$ cat src/rtl/tks_pkg.sv
// ============================================================================
// tks_pkg
// Shared sizes, codes and controller/datapath signal groups for the
// topological sort unit.
// ============================================================================
`default_nettype none

package tks_pkg;

  // Graph sizing.
  localparam int MAX_NODES = 16;
  localparam int MULT_BITS = 4;
  localparam int IDX_W     = $clog2(MAX_NODES);
  localparam int CNT_W     = $clog2(MAX_NODES + 1);
  localparam int PEND_W    = 8;
  localparam int MASK_W    = 16;
  localparam int MASK_N    = (MAX_NODES < MASK_W) ? MAX_NODES : MASK_W;
  localparam int ROW_W     = MAX_NODES * MULT_BITS;
  localparam int OP_W      = 2;
  localparam int STATUS_W  = 3;

  // Saturation limits of the edge and pending counters.
  localparam logic [MULT_BITS-1:0] MULT_MAX = '1;
  localparam logic [PEND_W-1:0]    PEND_MAX = '1;

  typedef enum logic [OP_W-1:0] {
    OP_CLEAR = 2'd0,
    OP_EDGE  = 2'd1,
    OP_RUN   = 2'd2,
    OP_NOP   = 2'd3
  } opcode_t;

  typedef enum logic [STATUS_W-1:0] {
    ST_ORDER     = 3'd0,
    ST_EMPTY     = 3'd1,
    ST_CYCLE     = 3'd2,
    ST_BAD_INDEX = 3'd3,
    ST_OVERFLOW  = 3'd4
  } status_code_t;

  // Commands from the controller to the datapath.
  typedef struct packed {
    logic clear;
    logic load_edge;
    logic flag_bad;
    logic edge_read;
    logic flag_ovf;
    logic edge_commit;
    logic run_init;
    logic scan_step;
    logic pop;
    logic relax_step;
    logic emit_order;
    logic emit_single;
  } cmd_t;

  // Status from the datapath to the controller.
  typedef struct packed {
    logic edge_bad;
    logic edge_ovf;
    logic has_error;
    logic n_zero;
    logic scan_last;
    logic fifo_empty;
    logic all_sorted;
    logic relax_last;
    logic emit_last;
    logic out_free;
  } sts_t;

endpackage

`default_nettype wire

$ cat src/rtl/tks_ifs.sv
// ============================================================================
// tks_ifs
// Valid/ready channel interfaces for request and result words.
// ============================================================================
`default_nettype none

interface tks_req_if;
  logic                      valid;
  logic                      ready;
  logic [tks_pkg::OP_W-1:0]  opcode;
  logic [tks_pkg::CNT_W-1:0] node_total;
  logic [tks_pkg::IDX_W-1:0] dependent_node;
  logic [tks_pkg::IDX_W-1:0] dependency_node;

  modport source(output valid, opcode, node_total, dependent_node, dependency_node,
                 input ready);
  modport sink(input valid, opcode, node_total, dependent_node, dependency_node,
               output ready);
endinterface

interface tks_res_if;
  logic                         valid;
  logic                         ready;
  logic [tks_pkg::STATUS_W-1:0] status;
  logic [tks_pkg::IDX_W-1:0]    node_index;
  logic [tks_pkg::MASK_W-1:0]   blocked_mask;
  logic                         last_result;

  modport source(output valid, status, node_index, blocked_mask, last_result,
                 input ready);
  modport sink(input valid, status, node_index, blocked_mask, last_result,
               output ready);
endinterface

`default_nettype wire

$ cat src/rtl/topological_sort_kahn_unit.sv
// ============================================================================
// topological_sort_kahn_unit
// Loads a dependency graph and sorts it with Kahn's algorithm, emitting the
// sorted node indices or a single status word.
// ============================================================================
//
//   Channel   Role     Word contents
//   request   sink     opcode, node_total, dependent_node, dependency_node
//   result    source   status, node_index, blocked_mask, last_result
//
// A clear word is done on acceptance, an edge word passes check, row read and
// row write (the check alone when an index is out of range), and a run with an
// error or no nodes goes straight to one status word. Otherwise a run scans the
// n nodes, pops each ready node and walks its row, then emits n words or one.
// Reset is synchronous; row valid bits stand in for clearing the RAM, so words
// are accepted in the cycle after reset. A stalled result sink holds emission,
// and requests wait until a run has placed its last word in the result register.
// ============================================================================
`default_nettype none

module topological_sort_kahn_unit (
  input  wire logic  clk,
  input  wire logic  rst,
  tks_req_if.sink    request,
  tks_res_if.source  result
);

  tks_pkg::cmd_t cmd;
  tks_pkg::sts_t sts;

  tks_ctrl u_ctrl (
    .clk       (clk),
    .rst       (rst),
    .req_valid (request.valid),
    .req_opcode(request.opcode),
    .req_ready (request.ready),
    .sts       (sts),
    .cmd       (cmd)
  );

  tks_datapath u_datapath (
    .clk                (clk),
    .rst                (rst),
    .cmd                (cmd),
    .sts                (sts),
    .req_node_total     (request.node_total),
    .req_dependent_node (request.dependent_node),
    .req_dependency_node(request.dependency_node),
    .res_valid          (result.valid),
    .res_ready          (result.ready),
    .res_status         (result.status),
    .res_node_index     (result.node_index),
    .res_blocked_mask   (result.blocked_mask),
    .res_last_result    (result.last_result)
  );

endmodule

`default_nettype wire

$ cat src/rtl/tks_ram.sv
// ============================================================================
// tks_ram
// Generic single-write, single-read RAM with a registered read port.
// ============================================================================
`default_nettype none

module tks_ram #(
  parameter int WIDTH = 8,
  parameter int DEPTH = 16
) (
  input  wire logic                     clk,
  input  wire logic                     we,
  input  wire logic [$clog2(DEPTH)-1:0] waddr,
  input  wire logic [WIDTH-1:0]         wdata,
  input  wire logic                     re,
  input  wire logic [$clog2(DEPTH)-1:0] raddr,
  output logic      [WIDTH-1:0]         rdata
);

  logic [WIDTH-1:0] mem [DEPTH];

  // Write port and registered read port; read data holds between reads.
  always_ff @(posedge clk) begin
    if (we) begin
      mem[waddr] <= wdata;
    end
    if (re) begin
      rdata <= mem[raddr];
    end
  end

endmodule

`default_nettype wire

$ cat src/rtl/tks_ctrl.sv
// ============================================================================
// tks_ctrl
// Sequencer for the topological sort unit: dispatches request words and
// steps the datapath through edge updates, the sort and result emission.
// ============================================================================
`default_nettype none

module tks_ctrl (
  input  wire logic                     clk,
  input  wire logic                     rst,
  input  wire logic                     req_valid,
  input  wire logic [tks_pkg::OP_W-1:0] req_opcode,
  output logic                          req_ready,
  input  wire tks_pkg::sts_t            sts,
  output tks_pkg::cmd_t                 cmd
);

  typedef enum logic [3:0] {
    S_IDLE,
    S_EDGE_CHK,
    S_EDGE_UPD,
    S_SCAN,
    S_POP,
    S_RELAX,
    S_EMIT_ORDER,
    S_EMIT_ONE
  } state_t;

  state_t state;
  state_t state_next;
  logic   accept;

  assign req_ready = (state == S_IDLE);
  assign accept    = req_valid && req_ready;

  // Next state and commands.
  always_comb begin
    cmd        = '0;
    state_next = state;
    unique case (state)
      S_IDLE: begin
        if (accept) begin
          unique case (tks_pkg::opcode_t'(req_opcode))
            tks_pkg::OP_CLEAR: cmd.clear = 1'b1;
            tks_pkg::OP_EDGE: begin
              cmd.load_edge = 1'b1;
              state_next    = S_EDGE_CHK;
            end
            tks_pkg::OP_RUN: begin
              if (sts.has_error || sts.n_zero) begin
                state_next = S_EMIT_ONE;
              end else begin
                cmd.run_init = 1'b1;
                state_next   = S_SCAN;
              end
            end
            tks_pkg::OP_NOP: ;
            default: ;
          endcase
        end
      end
      S_EDGE_CHK: begin
        if (sts.edge_bad) begin
          cmd.flag_bad = 1'b1;
          state_next   = S_IDLE;
        end else begin
          cmd.edge_read = 1'b1;
          state_next    = S_EDGE_UPD;
        end
      end
      S_EDGE_UPD: begin
        if (sts.edge_ovf) begin
          cmd.flag_ovf = 1'b1;
        end else begin
          cmd.edge_commit = 1'b1;
        end
        state_next = S_IDLE;
      end
      S_SCAN: begin
        cmd.scan_step = 1'b1;
        if (sts.scan_last) begin
          state_next = S_POP;
        end
      end
      S_POP: begin
        if (sts.fifo_empty) begin
          state_next = sts.all_sorted ? S_EMIT_ORDER : S_EMIT_ONE;
        end else begin
          cmd.pop    = 1'b1;
          state_next = S_RELAX;
        end
      end
      S_RELAX: begin
        cmd.relax_step = 1'b1;
        if (sts.relax_last) begin
          state_next = S_POP;
        end
      end
      S_EMIT_ORDER: begin
        if (sts.out_free) begin
          cmd.emit_order = 1'b1;
          if (sts.emit_last) begin
            state_next = S_IDLE;
          end
        end
      end
      S_EMIT_ONE: begin
        if (sts.out_free) begin
          cmd.emit_single = 1'b1;
          state_next      = S_IDLE;
        end
      end
      default: state_next = S_IDLE;
    endcase
  end

  // State register.
  always_ff @(posedge clk) begin
    if (rst) begin
      state <= S_IDLE;
    end else begin
      state <= state_next;
    end
  end

endmodule

`default_nettype wire

$ cat src/rtl/tks_datapath.sv
// ============================================================================
// tks_datapath
// Graph storage, pending counters, ready FIFO and result register of the
// topological sort unit.
// ============================================================================
`default_nettype none

module tks_datapath (
  input  wire logic                         clk,
  input  wire logic                         rst,
  input  wire tks_pkg::cmd_t                cmd,
  output tks_pkg::sts_t                     sts,
  input  wire logic [tks_pkg::CNT_W-1:0]    req_node_total,
  input  wire logic [tks_pkg::IDX_W-1:0]    req_dependent_node,
  input  wire logic [tks_pkg::IDX_W-1:0]    req_dependency_node,
  output logic                              res_valid,
  input  wire logic                         res_ready,
  output logic [tks_pkg::STATUS_W-1:0]      res_status,
  output logic [tks_pkg::IDX_W-1:0]         res_node_index,
  output logic [tks_pkg::MASK_W-1:0]        res_blocked_mask,
  output logic                              res_last_result
);

  localparam int IDX_W  = tks_pkg::IDX_W;
  localparam int CNT_W  = tks_pkg::CNT_W;
  localparam int PEND_W = tks_pkg::PEND_W;
  localparam int MB     = tks_pkg::MULT_BITS;
  localparam int NN     = tks_pkg::MAX_NODES;

  // Graph state.
  logic [CNT_W-1:0]            node_count;
  logic                        err_bad;
  logic                        err_ovf;
  logic [NN-1:0]               row_valid;
  logic [PEND_W-1:0]           pending [NN];

  // Sort scratch.
  logic [PEND_W-1:0]           work [NN];
  logic [IDX_W-1:0]            ready_fifo [NN];
  logic [CNT_W-1:0]            head;
  logic [CNT_W-1:0]            tail;
  logic [IDX_W-1:0]            scan_idx;
  logic [IDX_W-1:0]            relax_idx;
  logic [IDX_W-1:0]            emit_idx;

  // Edge word and row read state.
  logic [IDX_W-1:0]            dep_q;
  logic [IDX_W-1:0]            first_q;
  logic                        row_hit;

  // RAM ports.
  logic                        ram_we;
  logic                        ram_re;
  logic [IDX_W-1:0]            ram_raddr;
  logic [tks_pkg::ROW_W-1:0]   ram_rdata;
  logic [tks_pkg::ROW_W-1:0]   base_row;
  logic [tks_pkg::ROW_W-1:0]   new_row;

  // Derived values.
  logic [IDX_W-1:0]            n_m1;
  logic [MB-1:0]               edge_mult;
  logic [MB-1:0]               relax_mult;
  logic [PEND_W-1:0]           relax_work;
  logic [PEND_W-1:0]           relax_new;
  logic                        fifo_room;
  logic                        push_en;
  logic [IDX_W-1:0]            push_node;
  logic [tks_pkg::MASK_W-1:0]  cycle_mask;
  logic                        out_free;
  tks_pkg::status_code_t       single_code;

  tks_ram #(
    .WIDTH(tks_pkg::ROW_W),
    .DEPTH(NN)
  ) u_adj_ram (
    .clk  (clk),
    .we   (ram_we),
    .waddr(first_q),
    .wdata(new_row),
    .re   (ram_re),
    .raddr(ram_raddr),
    .rdata(ram_rdata)
  );

  assign n_m1      = IDX_W'(node_count - CNT_W'(1));
  assign fifo_room = (tail < CNT_W'(NN));
  assign out_free  = !res_valid || res_ready;

  // Row reads: the edge row during an edge update, the popped node's row in a sort.
  assign ram_re    = cmd.edge_read || cmd.pop;
  assign ram_raddr = cmd.pop ? ready_fifo[head[IDX_W-1:0]] : first_q;
  assign ram_we    = cmd.edge_commit;

  // A row never written since the last clear reads as all zero.
  assign base_row  = row_hit ? ram_rdata : '0;
  assign edge_mult = base_row[dep_q*MB +: MB];

  always_comb begin
    new_row                  = base_row;
    new_row[dep_q*MB +: MB]  = edge_mult + MB'(1);
  end

  // Release of one dependent by the popped node.
  assign relax_mult = base_row[relax_idx*MB +: MB];
  assign relax_work = work[relax_idx];
  assign relax_new  = (relax_work > PEND_W'(relax_mult)) ?
                      relax_work - PEND_W'(relax_mult) : '0;

  // FIFO push source: the initial scan or a released dependent.
  always_comb begin
    push_en   = 1'b0;
    push_node = scan_idx;
    if (cmd.scan_step) begin
      push_en   = (work[scan_idx] == '0) && fifo_room;
    end else if (cmd.relax_step) begin
      push_node = relax_idx;
      push_en   = (relax_mult != '0) && (relax_work != '0) &&
                  (relax_new == '0) && fifo_room;
    end
  end

  // Nodes still blocked after a sort.
  always_comb begin
    cycle_mask = '0;
    for (int b = 0; b < tks_pkg::MASK_N; b++) begin
      cycle_mask[b] = (work[b] != '0);
    end
  end

  // Status code of a run that yields one result.
  always_comb begin
    priority if (err_bad) begin
      single_code = tks_pkg::ST_BAD_INDEX;
    end else if (err_ovf) begin
      single_code = tks_pkg::ST_OVERFLOW;
    end else if (node_count == '0) begin
      single_code = tks_pkg::ST_EMPTY;
    end else begin
      single_code = tks_pkg::ST_CYCLE;
    end
  end

  // Status to the controller.
  always_comb begin
    sts.edge_bad   = (CNT_W'(dep_q) >= node_count) || (CNT_W'(first_q) >= node_count);
    sts.edge_ovf   = (edge_mult == tks_pkg::MULT_MAX) || (pending[dep_q] == tks_pkg::PEND_MAX);
    sts.has_error  = err_bad || err_ovf;
    sts.n_zero     = (node_count == '0);
    sts.scan_last  = (scan_idx == n_m1);
    sts.fifo_empty = (head == tail);
    sts.all_sorted = (tail == node_count);
    sts.relax_last = (relax_idx == n_m1);
    sts.emit_last  = (emit_idx == n_m1);
    sts.out_free   = out_free;
  end

  // Control state: graph size, flags, row valid bits, counters, pointers.
  always_ff @(posedge clk) begin
    if (rst) begin
      node_count <= '0;
      err_bad    <= 1'b0;
      err_ovf    <= 1'b0;
      row_valid  <= '0;
      head       <= '0;
      tail       <= '0;
      scan_idx   <= '0;
      relax_idx  <= '0;
      emit_idx   <= '0;
      res_valid  <= 1'b0;
      for (int n = 0; n < NN; n++) begin
        pending[n] <= '0;
      end
    end else begin
      if (cmd.clear) begin
        row_valid <= '0;
        head      <= '0;
        tail      <= '0;
        err_ovf   <= 1'b0;
        for (int n = 0; n < NN; n++) begin
          pending[n] <= '0;
        end
        if (req_node_total > CNT_W'(NN)) begin
          node_count <= '0;
          err_bad    <= 1'b1;
        end else begin
          node_count <= req_node_total;
          err_bad    <= 1'b0;
        end
      end
      if (cmd.flag_bad) begin
        err_bad <= 1'b1;
      end
      if (cmd.flag_ovf) begin
        err_ovf <= 1'b1;
      end
      if (cmd.edge_commit) begin
        row_valid[first_q] <= 1'b1;
        pending[dep_q]     <= pending[dep_q] + PEND_W'(1);
      end
      if (cmd.run_init) begin
        head     <= '0;
        tail     <= '0;
        scan_idx <= '0;
        emit_idx <= '0;
      end
      if (cmd.scan_step) begin
        scan_idx <= scan_idx + IDX_W'(1);
      end
      if (cmd.pop) begin
        head      <= head + CNT_W'(1);
        relax_idx <= '0;
      end
      if (cmd.relax_step) begin
        relax_idx <= relax_idx + IDX_W'(1);
      end
      if (push_en) begin
        tail <= tail + CNT_W'(1);
      end
      if (cmd.emit_order) begin
        emit_idx <= emit_idx + IDX_W'(1);
      end
      // Result register: loads a word or drains when the sink takes it.
      if (cmd.emit_order || cmd.emit_single) begin
        res_valid <= 1'b1;
      end else if (res_ready) begin
        res_valid <= 1'b0;
      end
    end
  end

  // Payload registers.
  always_ff @(posedge clk) begin
    if (cmd.load_edge) begin
      dep_q   <= req_dependent_node;
      first_q <= req_dependency_node;
    end
    if (ram_re) begin
      row_hit <= row_valid[ram_raddr];
    end
    if (cmd.run_init) begin
      for (int n = 0; n < NN; n++) begin
        work[n] <= pending[n];
      end
    end
    if (cmd.relax_step && (relax_mult != '0) && (relax_work != '0)) begin
      work[relax_idx] <= relax_new;
    end
    if (push_en) begin
      ready_fifo[tail[IDX_W-1:0]] <= push_node;
    end
    if (cmd.emit_order) begin
      res_status       <= tks_pkg::ST_ORDER;
      res_node_index   <= ready_fifo[emit_idx];
      res_blocked_mask <= '0;
      res_last_result  <= (emit_idx == n_m1);
    end else if (cmd.emit_single) begin
      res_status       <= single_code;
      res_node_index   <= '0;
      res_blocked_mask <= (single_code == tks_pkg::ST_CYCLE) ? cycle_mask : '0;
      res_last_result  <= 1'b1;
    end
  end

  // The ready FIFO never runs ahead of its writes nor past the node count.
  a_head_le_tail: assert property (@(posedge clk) disable iff (rst)
    head <= tail) else $error("ready FIFO head passed tail");

  a_tail_le_count: assert property (@(posedge clk) disable iff (rst)
    tail <= node_count) else $error("ready FIFO holds more nodes than the graph");

  a_pop_nonempty: assert property (@(posedge clk) disable iff (rst)
    cmd.pop |-> (head != tail)) else $error("pop issued on empty ready FIFO");

  a_commit_no_ovf: assert property (@(posedge clk) disable iff (rst)
    cmd.edge_commit |-> !sts.edge_ovf) else $error("edge stored into a full counter");

  a_emit_free: assert property (@(posedge clk) disable iff (rst)
    (cmd.emit_order || cmd.emit_single) |-> out_free)
    else $error("result word overwritten before it was taken");

endmodule

`default_nettype wire
$ cat src/flat_wrapper.sv
// flat-port wrapper written by rule: the top's interface ports become plain ports
module topological_sort_kahn_unit_flat 
  (clk, rst, request_valid, request_opcode, request_node_total, request_dependent_node, request_dependency_node, request_ready, result_valid, result_status, result_node_index, result_blocked_mask, result_last_result, result_ready);
  tks_req_if request_i ();
  tks_res_if result_i ();
  input  wire logic clk;
  input  wire logic rst;
  input wire logic [$bits(request_i.valid)-1:0] request_valid;
  input wire logic [$bits(request_i.opcode)-1:0] request_opcode;
  input wire logic [$bits(request_i.node_total)-1:0] request_node_total;
  input wire logic [$bits(request_i.dependent_node)-1:0] request_dependent_node;
  input wire logic [$bits(request_i.dependency_node)-1:0] request_dependency_node;
  output wire logic [$bits(request_i.ready)-1:0] request_ready;
  output wire logic [$bits(result_i.valid)-1:0] result_valid;
  output wire logic [$bits(result_i.status)-1:0] result_status;
  output wire logic [$bits(result_i.node_index)-1:0] result_node_index;
  output wire logic [$bits(result_i.blocked_mask)-1:0] result_blocked_mask;
  output wire logic [$bits(result_i.last_result)-1:0] result_last_result;
  input wire logic [$bits(result_i.ready)-1:0] result_ready;
  assign request_i.valid = request_valid;
  assign request_i.opcode = request_opcode;
  assign request_i.node_total = request_node_total;
  assign request_i.dependent_node = request_dependent_node;
  assign request_i.dependency_node = request_dependency_node;
  assign request_ready = request_i.ready;
  assign result_valid = result_i.valid;
  assign result_status = result_i.status;
  assign result_node_index = result_i.node_index;
  assign result_blocked_mask = result_i.blocked_mask;
  assign result_last_result = result_i.last_result;
  assign result_i.ready = result_ready;
  topological_sort_kahn_unit u_core (.clk(clk), .rst(rst), .request(request_i), .result(result_i));
endmodule
$ cat config.mk
export PLATFORM = sky130hd
export DESIGN_NAME = topological_sort_kahn_unit_flat
export DESIGN_NICKNAME = d
export VERILOG_FILES = /design/src/rtl/tks_pkg.sv /design/src/rtl/tks_ifs.sv /design/src/rtl/topological_sort_kahn_unit.sv /design/src/rtl/tks_ram.sv /design/src/rtl/tks_ctrl.sv /design/src/rtl/tks_datapath.sv /design/src/flat_wrapper.sv
export SDC_FILE = /design/constraint.sdc
export NUM_CORES = 2
export LEC_CHECK = 0
export BUFFER_PORTS_ARGS = -buffer_cell sky130_fd_sc_hd__buf_2
export CAP_MARGIN = 30
export CELL_PAD_IN_SITES_DETAIL_PLACEMENT = 0
export CELL_PAD_IN_SITES_GLOBAL_PLACEMENT = 2
export CORE_ASPECT_RATIO = 1.2
export CORE_MARGIN = 10
export CORE_UTILIZATION = 45
export DETAILED_ROUTE_END_ITERATION = 16
export PLACE_DENSITY = 0.88
export SLEW_MARGIN = 10
export SYNTH_ARGS = -nofsm -noshare
export SYNTH_HDL_FRONTEND = slang
export SYNTH_SLANG_ARGS = --single-unit
$ cat constraint.sdc
create_clock -name clk -period 13 [get_ports clk]
set_input_delay 2.6 -clock clk [delete_from_list [all_inputs] [get_ports clk]]
set_output_delay 2.6 -clock clk [all_outputs]
set_load 0.005 [all_outputs]
==> flow_summary.ini <==
[die]
ios = 45
die_area_um2 = 160000
core_um2 = 143000
die_w_um = 367
start_util_pct = 45.3
die_h_um = 436
rows = 152

[timing]
fin_crit_sh_pct = 44.2
fmax_mhz = 174
fin_skew_ps = 44.2
slew_viol_final = 0
setup_tns_ps = 0
hold_viol = 0
hold_ws_ps = 450
slew_headroom_pct = 35.4
rsz0062_at_grt = no
finalSetupViolations = 0
min_period_ps = 5750
tightestPinTransition_ps = 968

[yosys]
ys.flop_type = edfxtp_1
synth_enable_flop_cells = 1422
synth_seq_cells = 1510
synthCells = 5017
yosysUniqueCellTypes = 80
syn_nets = 5069
seq_area_frac_synth_pct = 68.4
async_flop_share_pct = 0
synth.avg_cell_area_um2 = 13.0
ys_warn_count = 0
syn_area_um2 = 65000

[clock_network]
cts_hold_buf = 0
tritoncts = yes
cts_max_level = 4
cts_buffer_depth = 3
numCtsBuffers = 151
clk_pin_slew_ps = 70
clkLatencyLatePin_ps = 800
post_cts_resized = 0
root_buffer = clkbuf_16
post-cts-setup-buffers = 0
clock-sinks = 1510

[critical_path]
worst_path_max_delay_cell = dfxtp_2
crit_arrival_ps = 6170
cpPeakStageDelay_ps = 870
cp.required_ps = 13420
end_kind = flop
start_kind = flop
cp_max_fo = 27
crit_top_cell = nor3_1
r2r_cells = 13
crit_type = reg2reg
path_cells = mux4_2 -> a22oi_1 -> nand3_1 -> ha_1 -> nor2b_1 -> o31a_1 -> nor4_2 -> a32oi_1 -> mux2i_4 -> nor3_1 -> a41oi_2 -> nand2b_1 -> nor3_1

[drt]
drt_iter0_drc = 4833
route.detailed.drc = 0
via_per_inst = 5.77
wire_per_inst_um = 25.2
vias = 41100
wl_mm = 179
drtAntennaViolNets = 0
dr.pass1.iters = 5

[grt]
grt_overflow = 0
antenna_found_initial = 1
grt_pass1_vias = 39600
grt_pass1_wl_mm = 264
grt_max_degree = 199
grt_use_total_pct = 21.8

[place]
gp_congestion = 0.891
place.port_buffers = 44
placed_area_um2 = 67800
dp_hpwl_mm = 112

[cells_and_area]
area_growth_pct = 11.9
fin_nets = 5127
post-route-util_pct = 50.7
final_area_um2 = 72700
drive_gt1_share_pct = 14.8

[power_and_ir_drop]
finalPower_mw = 10.5
irDropWorstVdd_mv = 0.127
p_per_area_nw_per_um2 = 145
p_leak_nw = 25.1

[worst_hold_path]
hold_depth = 2
worstHoldPathType = reg2reg
min-delay-start = u_core.u_datapath.res_status[1]

[job]
cap_violations = 0

[outcome]
status = completed
[cells by family (layout without fill, tap and decap cells)]
group,after synthesis,after routing,share of synthesized area (%)
simple gates,2297,2297,15.2
flops,1510,1510,68.4
compound gates,494,494,5.32
buf+inv,339,516,2.33
mux,299,299,7.54
xor+xnor,45,45,0.606
fa+ha+maj,33,33,0.647
other cells,0,1,0
[metrics by stage]
step,std cells,worst slack (ps)
6_report,7120,7250
3_5_place_dp,6839,7250
5_1_grt,7119,6920
2_1_floorplan,5017,3290
3_3_place_gp,6811,7390
4_1_cts,7111,7240
[worst max-delay path: cells and delay by family (launching register included)]
family	cells	cell delay, ps
AO/OA/AOI/OAI	4	1190
multiplexers	2	990
adder cells (fa/ha/maj)	1	370
AND/OR/NAND/NOR	6	1910
flip-flops	1	870
[cell type report]
type                    count  area, um2
fillers                 12300      70700
flip-flops and latches   1510      44500
multi-input cells        3168      19200
clock buffers             187       3970
well taps                1925       2410
repair buffers            219       1780
clock inverters            85        796
inverters                  25       93.8
diodes                      1       2.50
[final timing paths]
path | to | slack [ps]
hold / removal | u_core.u_datapath.res_status[1] | 450
hold reg to reg | u_core.u_datapath.res_status[1] | 450
setup reg to reg | u_core.u_datapath.ready_fifo[0][2] | 7250
setup / recovery | u_core.u_datapath.ready_fifo[0][2] | 7250
[cell usage in the layout (no fill, tap or decap), drive strengths merged, types with 88 or more instances in the layout]
master	synthesis	final
nand2	1460	1460
edfxtp	1422	1422
nand3	389	389
o211ai	261	261
buf	169	219
nor2	194	194
clkbuf	145	187
mux4	137	137
mux2	132	132
o21ai	114	114
dfxtp	88	88
[synth_stat cells (33+ instances only)]
| cell type | n | share of area, % |
|---|---|---|
| nor3_1 | 34 | 0.26 |
| nand3_1 | 378 | 2.9 |
| clkbuf_1 | 145 | 0.84 |
| nor4_1 | 39 | 0.38 |
| nor2_1 | 193 | 1.1 |
| nand2_1 | 1460 | 8.4 |
| edfxtp_1 | 1422 | 66 |
| mux2_2 | 131 | 2.3 |
| o21ai_0 | 113 | 0.87 |
| mux4_2 | 137 | 4.7 |
| dfxtp_1 | 88 | 2.7 |
| nand4_1 | 76 | 0.73 |
| buf_2 | 148 | 1.1 |
| o211ai_1 | 261 | 3.0 |
| a21oi_1 | 33 | 0.25 |
[power breakdown]
part | switching, mW | internal, mW
clock | 1.90 | 2.32
combinational | 0.566 | 0.259
sequential | 0.0837 | 5.41
[layer usage]
metal / wire [um] / up-vias / GRT usage [%]
li1: - / 18600 / -
met1: 73400 / 20500 / 29.0
met2: 87200 / 1610 / 36.1
met3: 11300 / 333 / 2.95
met4: 7310 / 0 / 8.60
met5: 0 / - / 0
[registers in the layout, indices dropped and copies added, names as in the netlist, 16 cells and up, named ones only]
signal                              cells
u_core.u_datapath.u_adj_ram.mem      1024
u_core.u_datapath.u_adj_ram.rdata      64
u_core.u_datapath.work                128
u_core.u_datapath.ready_fifo           64
u_core.u_datapath.pending             128
u_core.u_datapath.res_blocked_mask     16
u_core.u_datapath.row_valid            16
(Power assumes the default switching activity.)
